==> src/bps_pkg.sv <==
// Shared types, codes and reset constants for the beep pattern sequencer.
// No dependencies; every other file of the block imports this package.
package bps_pkg;

    localparam int DURATION_BITS_DEF = 16;
    localparam int REG_W = 16;
    localparam int CFG_IDX_W = 3;
    localparam int S_TDATA_W = 8;
    localparam int M_TDATA_W = 24;

    typedef enum logic [1:0] {
        FUNC_TICK     = 2'd0,
        FUNC_START    = 2'd1,
        FUNC_STOP     = 2'd2,
        FUNC_READ_CLR = 2'd3
    } func_t;

    typedef enum logic [1:0] {
        PAT_SINGLE = 2'd0,
        PAT_TRIPLE = 2'd1,
        PAT_IDLE   = 2'd2
    } pattern_t;

    typedef enum logic [1:0] {
        PH_ON    = 2'd0,
        PH_PAUSE = 2'd1,
        PH_LONG  = 2'd2,
        PH_FINAL = 2'd3
    } phase_t;

    localparam logic [CFG_IDX_W-1:0] CFG_TONE_HZ         = 3'd0;
    localparam logic [CFG_IDX_W-1:0] CFG_BEEP_ON_MS      = 3'd1;
    localparam logic [CFG_IDX_W-1:0] CFG_BEEP_PAUSE_MS   = 3'd2;
    localparam logic [CFG_IDX_W-1:0] CFG_TRIPLE_ON_MS    = 3'd3;
    localparam logic [CFG_IDX_W-1:0] CFG_TRIPLE_PAUSE_MS = 3'd4;
    localparam logic [CFG_IDX_W-1:0] CFG_IDLE_LONG_MS    = 3'd5;

    localparam logic [REG_W-1:0] TONE_HZ_RST         = 16'd2000;
    localparam logic [REG_W-1:0] BEEP_ON_MS_RST      = 16'd50;
    localparam logic [REG_W-1:0] BEEP_PAUSE_MS_RST   = 16'd100;
    localparam logic [REG_W-1:0] TRIPLE_ON_MS_RST    = 16'd40;
    localparam logic [REG_W-1:0] TRIPLE_PAUSE_MS_RST = 16'd80;
    localparam logic [REG_W-1:0] IDLE_LONG_MS_RST    = 16'd1000;

    localparam logic [2:0] SINGLE_BEEPS = 3'd1;
    localparam logic [2:0] TRIPLE_BEEPS = 3'd3;
    localparam logic [2:0] IDLE_BEEPS   = 3'd4;

    typedef struct packed {
        logic [REG_W-1:0] tone_hz;
        logic [REG_W-1:0] beep_on_ms;
        logic [REG_W-1:0] beep_pause_ms;
        logic [REG_W-1:0] triple_on_ms;
        logic [REG_W-1:0] triple_pause_ms;
        logic [REG_W-1:0] idle_long_pause_ms;
    } cfg_t;

    typedef struct packed {
        func_t      func;
        logic [1:0] pattern;
    } item_t;

    typedef struct packed {
        logic             done_flag;
        logic             busy_res;
        logic [REG_W-1:0] tone_freq;
        logic             tone_on;
    } result_t;

endpackage

==> src/bps_cfg_regs.sv <==
// Configuration register file of the beep pattern sequencer.
// Depends on bps_pkg for the register indexes, reset values and cfg_t.
module bps_cfg_regs (
    input  logic                           aclk,
    input  logic                           aresetn,
    input  logic                           cfg_valid,
    output logic                           cfg_ready,
    input  logic [bps_pkg::CFG_IDX_W-1:0]  cfg_index,
    input  logic [bps_pkg::REG_W-1:0]      cfg_data,
    output bps_pkg::cfg_t                  cfg
);
    import bps_pkg::*;

    cfg_t cfg_reg;
    cfg_t cfg_next;

    assign cfg_ready = 1'b1;
    assign cfg = cfg_reg;

    always_comb begin
        cfg_next = cfg_reg;
        if (cfg_valid) begin
            unique case (cfg_index)
                CFG_TONE_HZ:         cfg_next.tone_hz = cfg_data;
                CFG_BEEP_ON_MS:      cfg_next.beep_on_ms = cfg_data;
                CFG_BEEP_PAUSE_MS:   cfg_next.beep_pause_ms = cfg_data;
                CFG_TRIPLE_ON_MS:    cfg_next.triple_on_ms = cfg_data;
                CFG_TRIPLE_PAUSE_MS: cfg_next.triple_pause_ms = cfg_data;
                CFG_IDLE_LONG_MS:    cfg_next.idle_long_pause_ms = cfg_data;
                default:             cfg_next = cfg_reg;
            endcase
        end
    end

    always_ff @(posedge aclk) begin
        if (!aresetn) begin
            cfg_reg.tone_hz            <= TONE_HZ_RST;
            cfg_reg.beep_on_ms         <= BEEP_ON_MS_RST;
            cfg_reg.beep_pause_ms      <= BEEP_PAUSE_MS_RST;
            cfg_reg.triple_on_ms       <= TRIPLE_ON_MS_RST;
            cfg_reg.triple_pause_ms    <= TRIPLE_PAUSE_MS_RST;
            cfg_reg.idle_long_pause_ms <= IDLE_LONG_MS_RST;
        end else begin
            cfg_reg <= cfg_next;
        end
    end

endmodule

==> src/bps_seq_core.sv <==
// Sequencer state and the single-pass update for one tick or command.
// Depends on bps_pkg for the codes, phase encoding and item/result types.
module bps_seq_core #(
    parameter int DURATION_BITS = bps_pkg::DURATION_BITS_DEF
) (
    input  logic             aclk,
    input  logic             aresetn,
    input  logic             item_fire,
    input  bps_pkg::item_t   item,
    input  bps_pkg::cfg_t    cfg,
    output bps_pkg::result_t result
);
    import bps_pkg::*;

    localparam int CMP_W = (DURATION_BITS > REG_W) ? DURATION_BITS : REG_W;
    localparam logic [DURATION_BITS-1:0] EL_MAX = '1;
    localparam logic [DURATION_BITS-1:0] EL_ONE = DURATION_BITS'(1);

    logic                     running_reg, running_next;
    logic                     done_reg, done_next;
    logic                     gate_reg, gate_next;
    pattern_t                 pat_reg, pat_next;
    phase_t                   phase_reg, phase_next;
    logic [2:0]               beeps_reg, beeps_next;
    logic [DURATION_BITS-1:0] elapsed_reg, elapsed_next;
    logic [REG_W-1:0]         act_on_reg, act_on_next;
    logic [REG_W-1:0]         act_pause_reg, act_pause_next;

    logic [DURATION_BITS-1:0] el_inc;
    logic                     on_hit, pause_hit, long_hit;
    logic [2:0]               beeps_dec;

    assign el_inc    = (elapsed_reg != EL_MAX) ? elapsed_reg + EL_ONE : elapsed_reg;
    assign on_hit    = CMP_W'(el_inc) >= CMP_W'(act_on_reg);
    assign pause_hit = CMP_W'(el_inc) >= CMP_W'(act_pause_reg);
    assign long_hit  = CMP_W'(el_inc) >= CMP_W'(cfg.idle_long_pause_ms);
    assign beeps_dec = beeps_reg - 3'd1;

    always_comb begin
        running_next   = running_reg;
        done_next      = done_reg;
        gate_next      = gate_reg;
        pat_next       = pat_reg;
        phase_next     = phase_reg;
        beeps_next     = beeps_reg;
        elapsed_next   = elapsed_reg;
        act_on_next    = act_on_reg;
        act_pause_next = act_pause_reg;
        if (item_fire) begin
            case (item.func)
                FUNC_TICK: begin
                    if (running_reg) begin
                        elapsed_next = el_inc;
                        unique case (phase_reg)
                            PH_ON: begin
                                if (on_hit) begin
                                    gate_next    = 1'b0;
                                    elapsed_next = '0;
                                    if (beeps_reg > 3'd1) begin
                                        beeps_next = beeps_dec;
                                        phase_next = (pat_reg == PAT_IDLE && beeps_dec == 3'd1)
                                                     ? PH_LONG : PH_PAUSE;
                                    end else begin
                                        running_next = 1'b0;
                                        done_next    = 1'b1;
                                    end
                                end
                            end
                            PH_PAUSE: begin
                                if (pause_hit) begin
                                    phase_next   = PH_ON;
                                    elapsed_next = '0;
                                    gate_next    = 1'b1;
                                end
                            end
                            PH_LONG: begin
                                if (long_hit) begin
                                    phase_next   = PH_FINAL;
                                    elapsed_next = '0;
                                    gate_next    = 1'b1;
                                end
                            end
                            PH_FINAL: begin
                                if (on_hit) begin
                                    gate_next    = 1'b0;
                                    running_next = 1'b0;
                                    done_next    = 1'b1;
                                    elapsed_next = '0;
                                end
                            end
                            default: phase_next = phase_reg;
                        endcase
                    end
                end
                FUNC_START: begin
                    if (!running_reg) begin
                        done_next    = 1'b0;
                        running_next = 1'b1;
                        phase_next   = PH_ON;
                        elapsed_next = '0;
                        gate_next    = 1'b1;
                        if (item.pattern == PAT_TRIPLE) begin
                            pat_next       = PAT_TRIPLE;
                            beeps_next     = TRIPLE_BEEPS;
                            act_on_next    = cfg.triple_on_ms;
                            act_pause_next = cfg.triple_pause_ms;
                        end else if (item.pattern == PAT_IDLE) begin
                            pat_next       = PAT_IDLE;
                            beeps_next     = IDLE_BEEPS;
                            act_on_next    = cfg.beep_on_ms;
                            act_pause_next = cfg.triple_pause_ms;
                        end else begin
                            pat_next       = PAT_SINGLE;
                            beeps_next     = SINGLE_BEEPS;
                            act_on_next    = cfg.beep_on_ms;
                            act_pause_next = cfg.beep_pause_ms;
                        end
                    end
                end
                FUNC_STOP: begin
                    gate_next    = 1'b0;
                    running_next = 1'b0;
                    done_next    = 1'b0;
                    pat_next     = PAT_SINGLE;
                    phase_next   = PH_ON;
                    elapsed_next = '0;
                end
                FUNC_READ_CLR: begin
                    done_next = 1'b0;
                end
                default: done_next = done_reg;
            endcase
        end
    end

    // A read-and-clear reports the flag as it stood before the clear.
    always_comb begin
        result.tone_on   = gate_next;
        result.tone_freq = cfg.tone_hz;
        result.busy_res  = running_next;
        result.done_flag = (item.func == FUNC_READ_CLR) ? done_reg : done_next;
    end

    always_ff @(posedge aclk) begin
        if (!aresetn) begin
            running_reg   <= 1'b0;
            done_reg      <= 1'b0;
            gate_reg      <= 1'b0;
            pat_reg       <= PAT_SINGLE;
            phase_reg     <= PH_ON;
            beeps_reg     <= '0;
            elapsed_reg   <= '0;
            act_on_reg    <= '0;
            act_pause_reg <= '0;
        end else begin
            running_reg   <= running_next;
            done_reg      <= done_next;
            gate_reg      <= gate_next;
            pat_reg       <= pat_next;
            phase_reg     <= phase_next;
            beeps_reg     <= beeps_next;
            elapsed_reg   <= elapsed_next;
            act_on_reg    <= act_on_next;
            act_pause_reg <= act_pause_next;
        end
    end

endmodule

==> src/beep_pattern_sequencer_top.sv <==
// Beep pattern sequencer: takes one beat per clock while the output side is ready,
// returns one result beat per input beat, and holds each accepted beat first in the
// input register and then in the result register; result back-pressure stalls input.
// A tick advances the running pattern by one millisecond; start, stop and the
// finished-flag read-and-clear are commands on the same stream. Configuration
// writes are taken in any cycle and must only be issued while no beat is in flight.
// Depends on bps_pkg, bps_cfg_regs and bps_seq_core.
module beep_pattern_sequencer_top #(
    parameter int DURATION_BITS = bps_pkg::DURATION_BITS_DEF
) (
    input  logic                           aclk,
    input  logic                           aresetn,
    input  logic                           s_tvalid,
    output logic                           s_tready,
    input  logic [bps_pkg::S_TDATA_W-1:0]  s_tdata,   // func[1:0], pattern[3:2], zero fill
    output logic                           m_tvalid,
    input  logic                           m_tready,
    output logic [bps_pkg::M_TDATA_W-1:0]  m_tdata,   // tone_on, tone_freq[16:1],
                                                      // busy_res[17], done_flag[18], zero fill
    input  logic                           cfg_valid,
    output logic                           cfg_ready,
    input  logic [bps_pkg::CFG_IDX_W-1:0]  cfg_index,
    input  logic [bps_pkg::REG_W-1:0]      cfg_data
);
    import bps_pkg::*;

    logic    in_valid_reg, in_valid_next;
    item_t   in_item_reg, in_item_next;
    logic    out_valid_reg, out_valid_next;
    result_t out_res_reg, out_res_next;

    logic    advance;
    logic    fire;
    cfg_t    cfg;
    result_t core_res;

    bps_cfg_regs u_cfg (
        .aclk      (aclk),
        .aresetn   (aresetn),
        .cfg_valid (cfg_valid),
        .cfg_ready (cfg_ready),
        .cfg_index (cfg_index),
        .cfg_data  (cfg_data),
        .cfg       (cfg)
    );

    bps_seq_core #(
        .DURATION_BITS (DURATION_BITS)
    ) u_core (
        .aclk      (aclk),
        .aresetn   (aresetn),
        .item_fire (fire),
        .item      (in_item_reg),
        .cfg       (cfg),
        .result    (core_res)
    );

    assign advance  = !out_valid_reg || m_tready;
    assign fire     = in_valid_reg && advance;
    assign s_tready = !in_valid_reg || advance;
    assign m_tvalid = out_valid_reg;
    assign m_tdata  = {5'b0, out_res_reg.done_flag, out_res_reg.busy_res,
                       out_res_reg.tone_freq, out_res_reg.tone_on};

    always_comb begin
        in_valid_next = in_valid_reg;
        in_item_next  = in_item_reg;
        if (s_tready) begin
            in_valid_next        = s_tvalid;
            in_item_next.func    = func_t'(s_tdata[1:0]);
            in_item_next.pattern = s_tdata[3:2];
        end
        out_valid_next = out_valid_reg;
        out_res_next   = out_res_reg;
        if (advance) begin
            out_valid_next = in_valid_reg;
            out_res_next   = core_res;
        end
    end

    always_ff @(posedge aclk) begin
        if (!aresetn) begin
            in_valid_reg  <= 1'b0;
            out_valid_reg <= 1'b0;
        end else begin
            in_valid_reg  <= in_valid_next;
            out_valid_reg <= out_valid_next;
        end
        in_item_reg <= in_item_next;
        out_res_reg <= out_res_next;
    end

    a_busy_done_exclusive: assert property (@(posedge aclk) disable iff (!aresetn)
        out_valid_reg |-> !(out_res_reg.busy_res && out_res_reg.done_flag))
        else $error("Result shows a running sequence that is also finished.");

    a_gate_needs_busy: assert property (@(posedge aclk) disable iff (!aresetn)
        (out_valid_reg && out_res_reg.tone_on) |-> out_res_reg.busy_res)
        else $error("Tone gate is on while the sequence is inactive.");

    a_stall_only_on_backpressure: assert property (@(posedge aclk) disable iff (!aresetn)
        !s_tready |-> (m_tvalid && !m_tready))
        else $error("Input stalled although the result side can move.");

    a_result_follows_fire: assert property (@(posedge aclk) disable iff (!aresetn)
        fire |=> out_valid_reg)
        else $error("An accepted beat did not reach the result register.");

endmodule

==> config.mk <==
export PLATFORM = sky130hd
export DESIGN_NAME = beep_pattern_sequencer_top
export DESIGN_NICKNAME = d
export VERILOG_FILES = /design/src/bps_pkg.sv /design/src/bps_cfg_regs.sv /design/src/bps_seq_core.sv /design/src/beep_pattern_sequencer_top.sv
export SDC_FILE = /design/constraint.sdc
export NUM_CORES = 1
export LEC_CHECK = 0
export BUFFER_PORTS_ARGS = -buffer_cell sky130_fd_sc_hd__buf_2
export CORE_AREA = 2 2 147 149
export CTS_CLUSTER_DIAMETER = 80
export CTS_CLUSTER_SIZE = 30
export DETAILED_ROUTE_END_ITERATION = 6
export DIE_AREA = 0 0 149 151
export PLACE_DENSITY_LB_ADDON = 0.15
export SYNTH_ARGS = -nofsm -noshare
export SYNTH_HDL_FRONTEND = slang
export SYNTH_SLANG_ARGS = --single-unit
==> constraint.sdc <==
create_clock -name aclk -period 9.1 [get_ports aclk]
set_input_delay 0.455 -clock aclk [delete_from_list [all_inputs] [get_ports aclk]]
set_output_delay 0.455 -clock aclk [all_outputs]
set_load 0.02 [all_outputs]
==> results of run 1 <==
worst max path at each step:
stage                             endpoint  slack [ns]  cells after the start
floorplan           u_core.elapsed_reg[12]        5.63                     14
global placement     u_core.elapsed_reg[5]        4.50                     14
detailed placement   u_core.elapsed_reg[5]        4.52                     14
CTS                  u_core.elapsed_reg[5]        4.47                     14
global route         u_core.elapsed_reg[5]        4.12                     14
finish               u_core.elapsed_reg[5]        4.49                     14
kinds of logic after synthesis:
logic type               share of synthesized area
AO/OA/AOI/OAI                                0.157
XOR/XNOR                                    0.0131
adder cells (fa/ha/maj)                     0.0865
buffers and inverters                       0.0585
flip-flops                                   0.440
multiplexers                                0.0264
other                                     0.000865
AND/OR/NAND/NOR                              0.218
worst reg2reg max path, stage by stage (launching register included):
cell     delay (ns)
dfxtp_1        0.46
ha_1           0.24
and3_1         0.22
nand4_1        0.16
or2_1          0.39
and3_1         0.25
xor2_1         0.39
ha_1           0.32
nand2_1        0.10
o21ai_0        0.14
a21oi_1        0.40
and3_1         0.25
a221o_1        0.64
nand2_1        0.28
o31ai_1        0.28
per-layer routing:
metal,vias up,share of wire,track usage
met5,-,0,0
met4,0,0.0080,0.0457
met3,13,0.033,0.0361
met2,129,0.46,0.350
met1,3439,0.50,0.292
li1,3665,-,-
power groups by stage:
stage          combinational [W]  clock, W  sequential, W
2_1_floorplan           0.000112         0       0.000856
4_1_cts                 0.000169  0.000750       0.000834
3_5_place_dp            0.000168         0       0.000852
5_1_grt                 0.000186  0.000783       0.000837
3_3_place_gp            0.000167         0       0.000852
6_report                0.000168  0.000738       0.000834
cell usage in the layout, fill, tap and decap left out, types with 11 or more instances in the layout:
master and count:
a211oi_1 19, nand3_1 49, buf_4 11, inv_1 60
nand4_1 15, nor2_1 65, dfxtp_1 156, a311oi_1 16
clkbuf_16 17, o21ai_0 13, nand2_1 252, ha_1 60
buf_2 48, a21oi_1 105, mux2i_1 18, edfxtp_1 23
cell type report:
type                            count  area [um2]  share of cell area
Tap cell                          275         344              0.0355
Clock inverter                     15         165              0.0171
Clock buffer                       17         425              0.0439
Inverter                           61         231              0.0239
Timing Repair Buffer               59         323              0.0333
Multi-Input combinational cell    752        4380               0.453
Sequential cell                   179        3810               0.394
per-stage QoR:
step | setup WS [ns] | cell area [um2]
after CTS | 4.47 | 9690
after floorplan | 5.63 | 8690
final | 4.49 | 9690
after global routing | 4.12 | 9690
after detailed placement | 4.52 | 9090
after global placement | 4.50 | 9090
==> run summary, run 1 <==
CP max stage delay = 0.64 ns
Sw power = 0.000498 W
N_diodes = 0
Crit path cell chain = ha_1 > and3_1 > nand4_1 > or2_1 > and3_1 > xor2_1 > ha_1 > nand2_1 > o21ai_0 > a21oi_1 > and3_1 > a221o_1 > nand2_1 > o31ai_1
Setup_tns = 0 ns
Share of cells above drive strength 1 = 0.0942
Peak VDD IR = 0.103 mV
Sequential Power Share = 0.479
Clock sinks = 179
I/O pin count = 59
CP Class = register to register
Non-Filler Instances = 1358
Ys Warns = 0
Post-DP HPWL = 15.2 mm
Worst setup SP type = register
Final ANT Viol Nets = 0
Slowest CP cell = a221o_1
Final critical-path required period = 4.61 ns
Worst path required time = 9.45 ns
Fin crit share = 0.506
Clk_skew = 0.0117 ns
Worst Tran Pin Value = 0.937 ns
Reg-to-reg critical path endpoint = u_core.elapsed_reg[5]
Sequential share of the synthesized area = 0.440
Status = completed
Max-slew violations = 0
Top delay family on crit path = simple AND/OR/NAND/NOR gates
Chip height = 151 um
Initial DRC count = 480
Max Freq = 0.217 GHz
Final hold slack = 0.186 ns
Main synth FF type = dfxtp_1
Gr usage total = 0.212
Placed Cells = 1326
Via count = 7246
Fraction of registers with async set/reset = 0
Slew headroom = 0.375
#FFs+latches synth = 179
CTS resizes = 0
Largest net degree at the start of global routing = 73
WP buf/inv = 0
First-pass DRT Iterations = 5
Top cells by area, synth = dfxtp_1 36%, nand2_1 11%, ha_1 8.7%, edfxtp_1 8.0%, a21oi_1 6.1%
Congestion Overflow GR = 0
# hold bufs at CTS = 0
Final #Nets = 1162
RSZ-0062 raised after global routing = no
Die footprint = 22500 um2
CTS clk-pin slew, worst paths = 0.07 ns
Yosys top cell by area = dfxtp_1
H-Tree Depth = 4
First-pass GRT wire length = 37.0 mm
Worst setup path start = u_core.elapsed_reg[0]
Int Power = 0.00124 W
Routability cong. = 0.824
Number of global-route vias before repair = 6778
Worst-case clock buffer depth = 2
Worst-case hold path end point = in_item_reg[0]
Worst Path Max Fanout = 20
CTS tree = yes
Max reg flops = 96
Synth Cell Area = 8680 um2
CTS root buffer = clkbuf_16
Worst EP arrival = 4.96 ns
P&R area growth vs syn = 11.6%
Endpoints failing setup = 0
Number of fill cells = 2107
Most frequent cell on the critical path = and3_1
Max Cap Violations = 0
Logic pwr share = 0.096
Total power draw = 0.00174 W
Worst flop-to-flop path startpoint = u_core.elapsed_reg[0]
Syn Area/Cell = 8.26 um2
Number of port buffers = 48
Worst Setup End Kind = register
Synth cell count leaders = 252 x nand2_1, 156 x dfxtp_1, 105 x a21oi_1
P_leak = 3.74 nW
Endpoints failing hold = 0
Tightest Hold Check Type = primary input to register
Num CTS Buffers = 17
Setup slack, reg-to-reg = 4.49 ns
Cell Rows = 53
Post-synth EDFFs = 23
Initial antenna violation count = 0
Clock latency on the worst-skew pair = 0.44 ns
Initial Util = 0.417
Vias per cell = 5.34
End-of-flow core utilization = 0.465
Die width = 149 um
Residual DRC count = 0
Hold depth = 1
Postcts setup bufs = 0
Pwr Density = 180 nW/um2
Core area = 20800 um2
Share of the synthesized area in the top cell type = 0.360
Final wirelength = 23.0 mm
FF-to-FF path depth = 14
Wire per inst = 16.9 um
Hold Startpoint = s_tdata[2]
Top-count cell post-synth = nand2_1
Cell variety after synth = 60
Clk network pwr share = 0.424
Sw Share = 0.286
Cells after Synth = 1050
Note: power is estimated with default switching activity, not from simulation.
==> run 2, diff against run 1 <==
==> constraint.sdc (replaced) <==
create_clock -name aclk -period 4.6 [get_ports aclk]
set_input_delay 0.23 -clock aclk [delete_from_list [all_inputs] [get_ports aclk]]
set_output_delay 0.23 -clock aclk [all_outputs]
set_load 0.02 [all_outputs]
==> run summary, run 2 (synthesis results as in run 1) <==
Peak VDD IR = 0.190 mV (+85%)
Residual DRC count = 0 (unchanged)
Worst Setup End Kind = register
Worst setup SP type = register
Initial DRC count = 334 (-30%)
Via count = 7120 (-1.7%)
Core area = 20800 um2 (unchanged)
WP buf/inv = 2 (+2)
Reg area = 3810 um2 (unchanged)
Worst setup path start = u_core.elapsed_reg[0]
P&R area growth vs syn = 13.0%
Number of fill cells = 2074 (-1.6%)
Slew headroom = 0.419 (+0.0446)
Slowest CP cell = a2111oi_0
Postcts setup bufs = 0 (unchanged)
First-pass DRT Iterations = 5 (unchanged)
Fin crit share = 0.935 (+0.429)
Worst path required time = 4.97 ns (-4.48 ns)
Final #Nets = 1170 (+0.69%)
Max Freq = 0.232 GHz (+7.2%)
Routability cong. = 0.831 (+0.85%)
Max Cap Violations = 0 (unchanged)
CP Class = register to register
Clock sinks = 179 (unchanged)
Wire per inst = 16.6 um (-1.9%)
Max reg flops = 96 (unchanged)
Total power draw = 0.00350 W (+100%)
Worst Tran Pin Value = 0.869 ns (-0.0683 ns)
Placed Cells = 1329 (+0.23%)
Gr usage total = 0.207 (-0.00478)
Number of global-route vias before repair = 6771 (-0.10%)
Most frequent cell on the critical path = ha_1
Clk_skew = 0.0133 ns (+0.00155 ns)
Initial Util = 0.417 (unchanged)
Largest net degree at the start of global routing = 63 (-14%)
Most frequent cells in the layout = 252 x nand2_1, 156 x dfxtp_1, 105 x a21oi_1
Vias per cell = 5.21 (-2.3%)
RSZ-0062 raised after global routing = no
N_diodes = 0 (unchanged)
Final ANT Viol Nets = 0 (unchanged)
Congestion Overflow GR = 0 (unchanged)
Tightest Hold Check Type = primary input to register
Post-place setup slack = 0.303 ns (-4.21 ns)
Post-route setup slack = 0.299 ns (-4.19 ns)
Max-slew violations = 0 (unchanged)
Initial antenna violation count = 0 (unchanged)
Worst Path Max Fanout = 20 (unchanged)
Endpoints failing hold = 0 (unchanged)
End-of-flow core utilization = 0.471 (+0.00565)
Final wirelength = 22.7 mm (-1.3%)
Num CTS Buffers = 17 (unchanged)
CTS root buffer = clkbuf_16
Top delay family on crit path = compound AO/OA/AOI/OAI gates
Pwr Density = 357 nW/um2 (+99%)
Final critical-path required period = 4.30 ns (-0.308 ns)
Cell Rows = 53 (unchanged)
Status = completed
Clock latency on the worst-skew pair = 0.45 ns (about the same)
I/O pin count = 59 (unchanged)
CTS clk-pin slew, worst paths = 0.08 ns (about the same)
H-Tree Depth = 4 (unchanged)
Die footprint = 22500 um2 (unchanged)
Worst flop-to-flop path startpoint = u_core.elapsed_reg[0]
Chip height = 151 um (unchanged)
CTS tree = yes
Hold Startpoint = cfg_data[15]
Worst EP arrival = 4.67 ns (-0.29 ns)
Die width = 149 um (unchanged)
Non-Filler Instances = 1366 (+0.59%)
Number of port buffers = 48 (unchanged)
Setup_tns = 0 ns (unchanged)
CP max stage delay = 0.45 ns (-0.19 ns)
First-pass GRT wire length = 36.0 mm (-2.7%)
Endpoints failing setup = 0 (unchanged)
Crit path cell chain = ha_1 > and3_1 > nand4_1 > nor2_2 > or3_1 > xnor2_1 > ha_1 > a211oi_1 > nor2_1 > a2111oi_0 > a32oi_1 > a21oi_1 > buf_12 > nand2_1 > buf_4 > o22ai_1
P_leak = 3.79 nW (+1.5%)
Post-DP HPWL = 15.4 mm (+1.7%)
Share of cells above drive strength 1 = 0.0972 (+0.00298)
Worst-case clock buffer depth = 2 (unchanged)
Multi-input gate area = 4380 um2 (about the same)
Leading cell type in the layout, fill and taps excluded = nand2_1
==> run 2: layer usage <==
metal  global-route usage  wire length [um]
met1                0.276             10900
met2                0.349             10700
met3               0.0370               776
met4               0.0519               245
met5                    0                 0
==> run 2: worst paths after layout <==
kind / endpoint / slack (ns) / cells past startpoint
min reg2reg: m_tdata[14] / 0.43 / 0
max reg2reg: u_core.elapsed_reg[4] / 0.30 / 16
min: u_cfg.cfg[47] / 0.09 / 3
max: u_core.elapsed_reg[4] / 0.30 / 16
==> run 2: area by class of cell <==
cell class | count | area share
multi-input cells | 752 | 0.447
flip-flops and latches | 179 | 0.389
clock buffers | 17 | 0.0434
repair buffers | 67 | 0.0416
well taps | 275 | 0.0351
inverters | 61 | 0.0236
clock inverters | 15 | 0.0200
==> run 2: metrics by stage <==
step                instance area [um2]  hold WS [ns]
finish                             9800        0.0920
global route                       9800        0.0886
CTS                                9800        0.0817
detailed placement                 9130         0.410
global placement                   9130         0.412
floorplan                          8690         0.329
==> run 2: timing repair <==
action	CTS	global route
endpoints found under the hold margin	5	0
endpoints found under the setup margin	0	10
hold buffers	5	0
gates resized for setup	0	2
==> run 2: tightest hold or removal path: stages <==
cell     delay [ns]
buf_2          0.15
nand2_1        0.06
a21oi_1        0.05
==> run 2: power by group <==
group,leakage (nW),internal (W),switching [W]
Sequential,1.51,0.00163,0.0000234
Combinational,1.99,0.000111,0.000228
Clock,0.300,0.000751,0.000759
Total,3.79,0.00249,0.00101
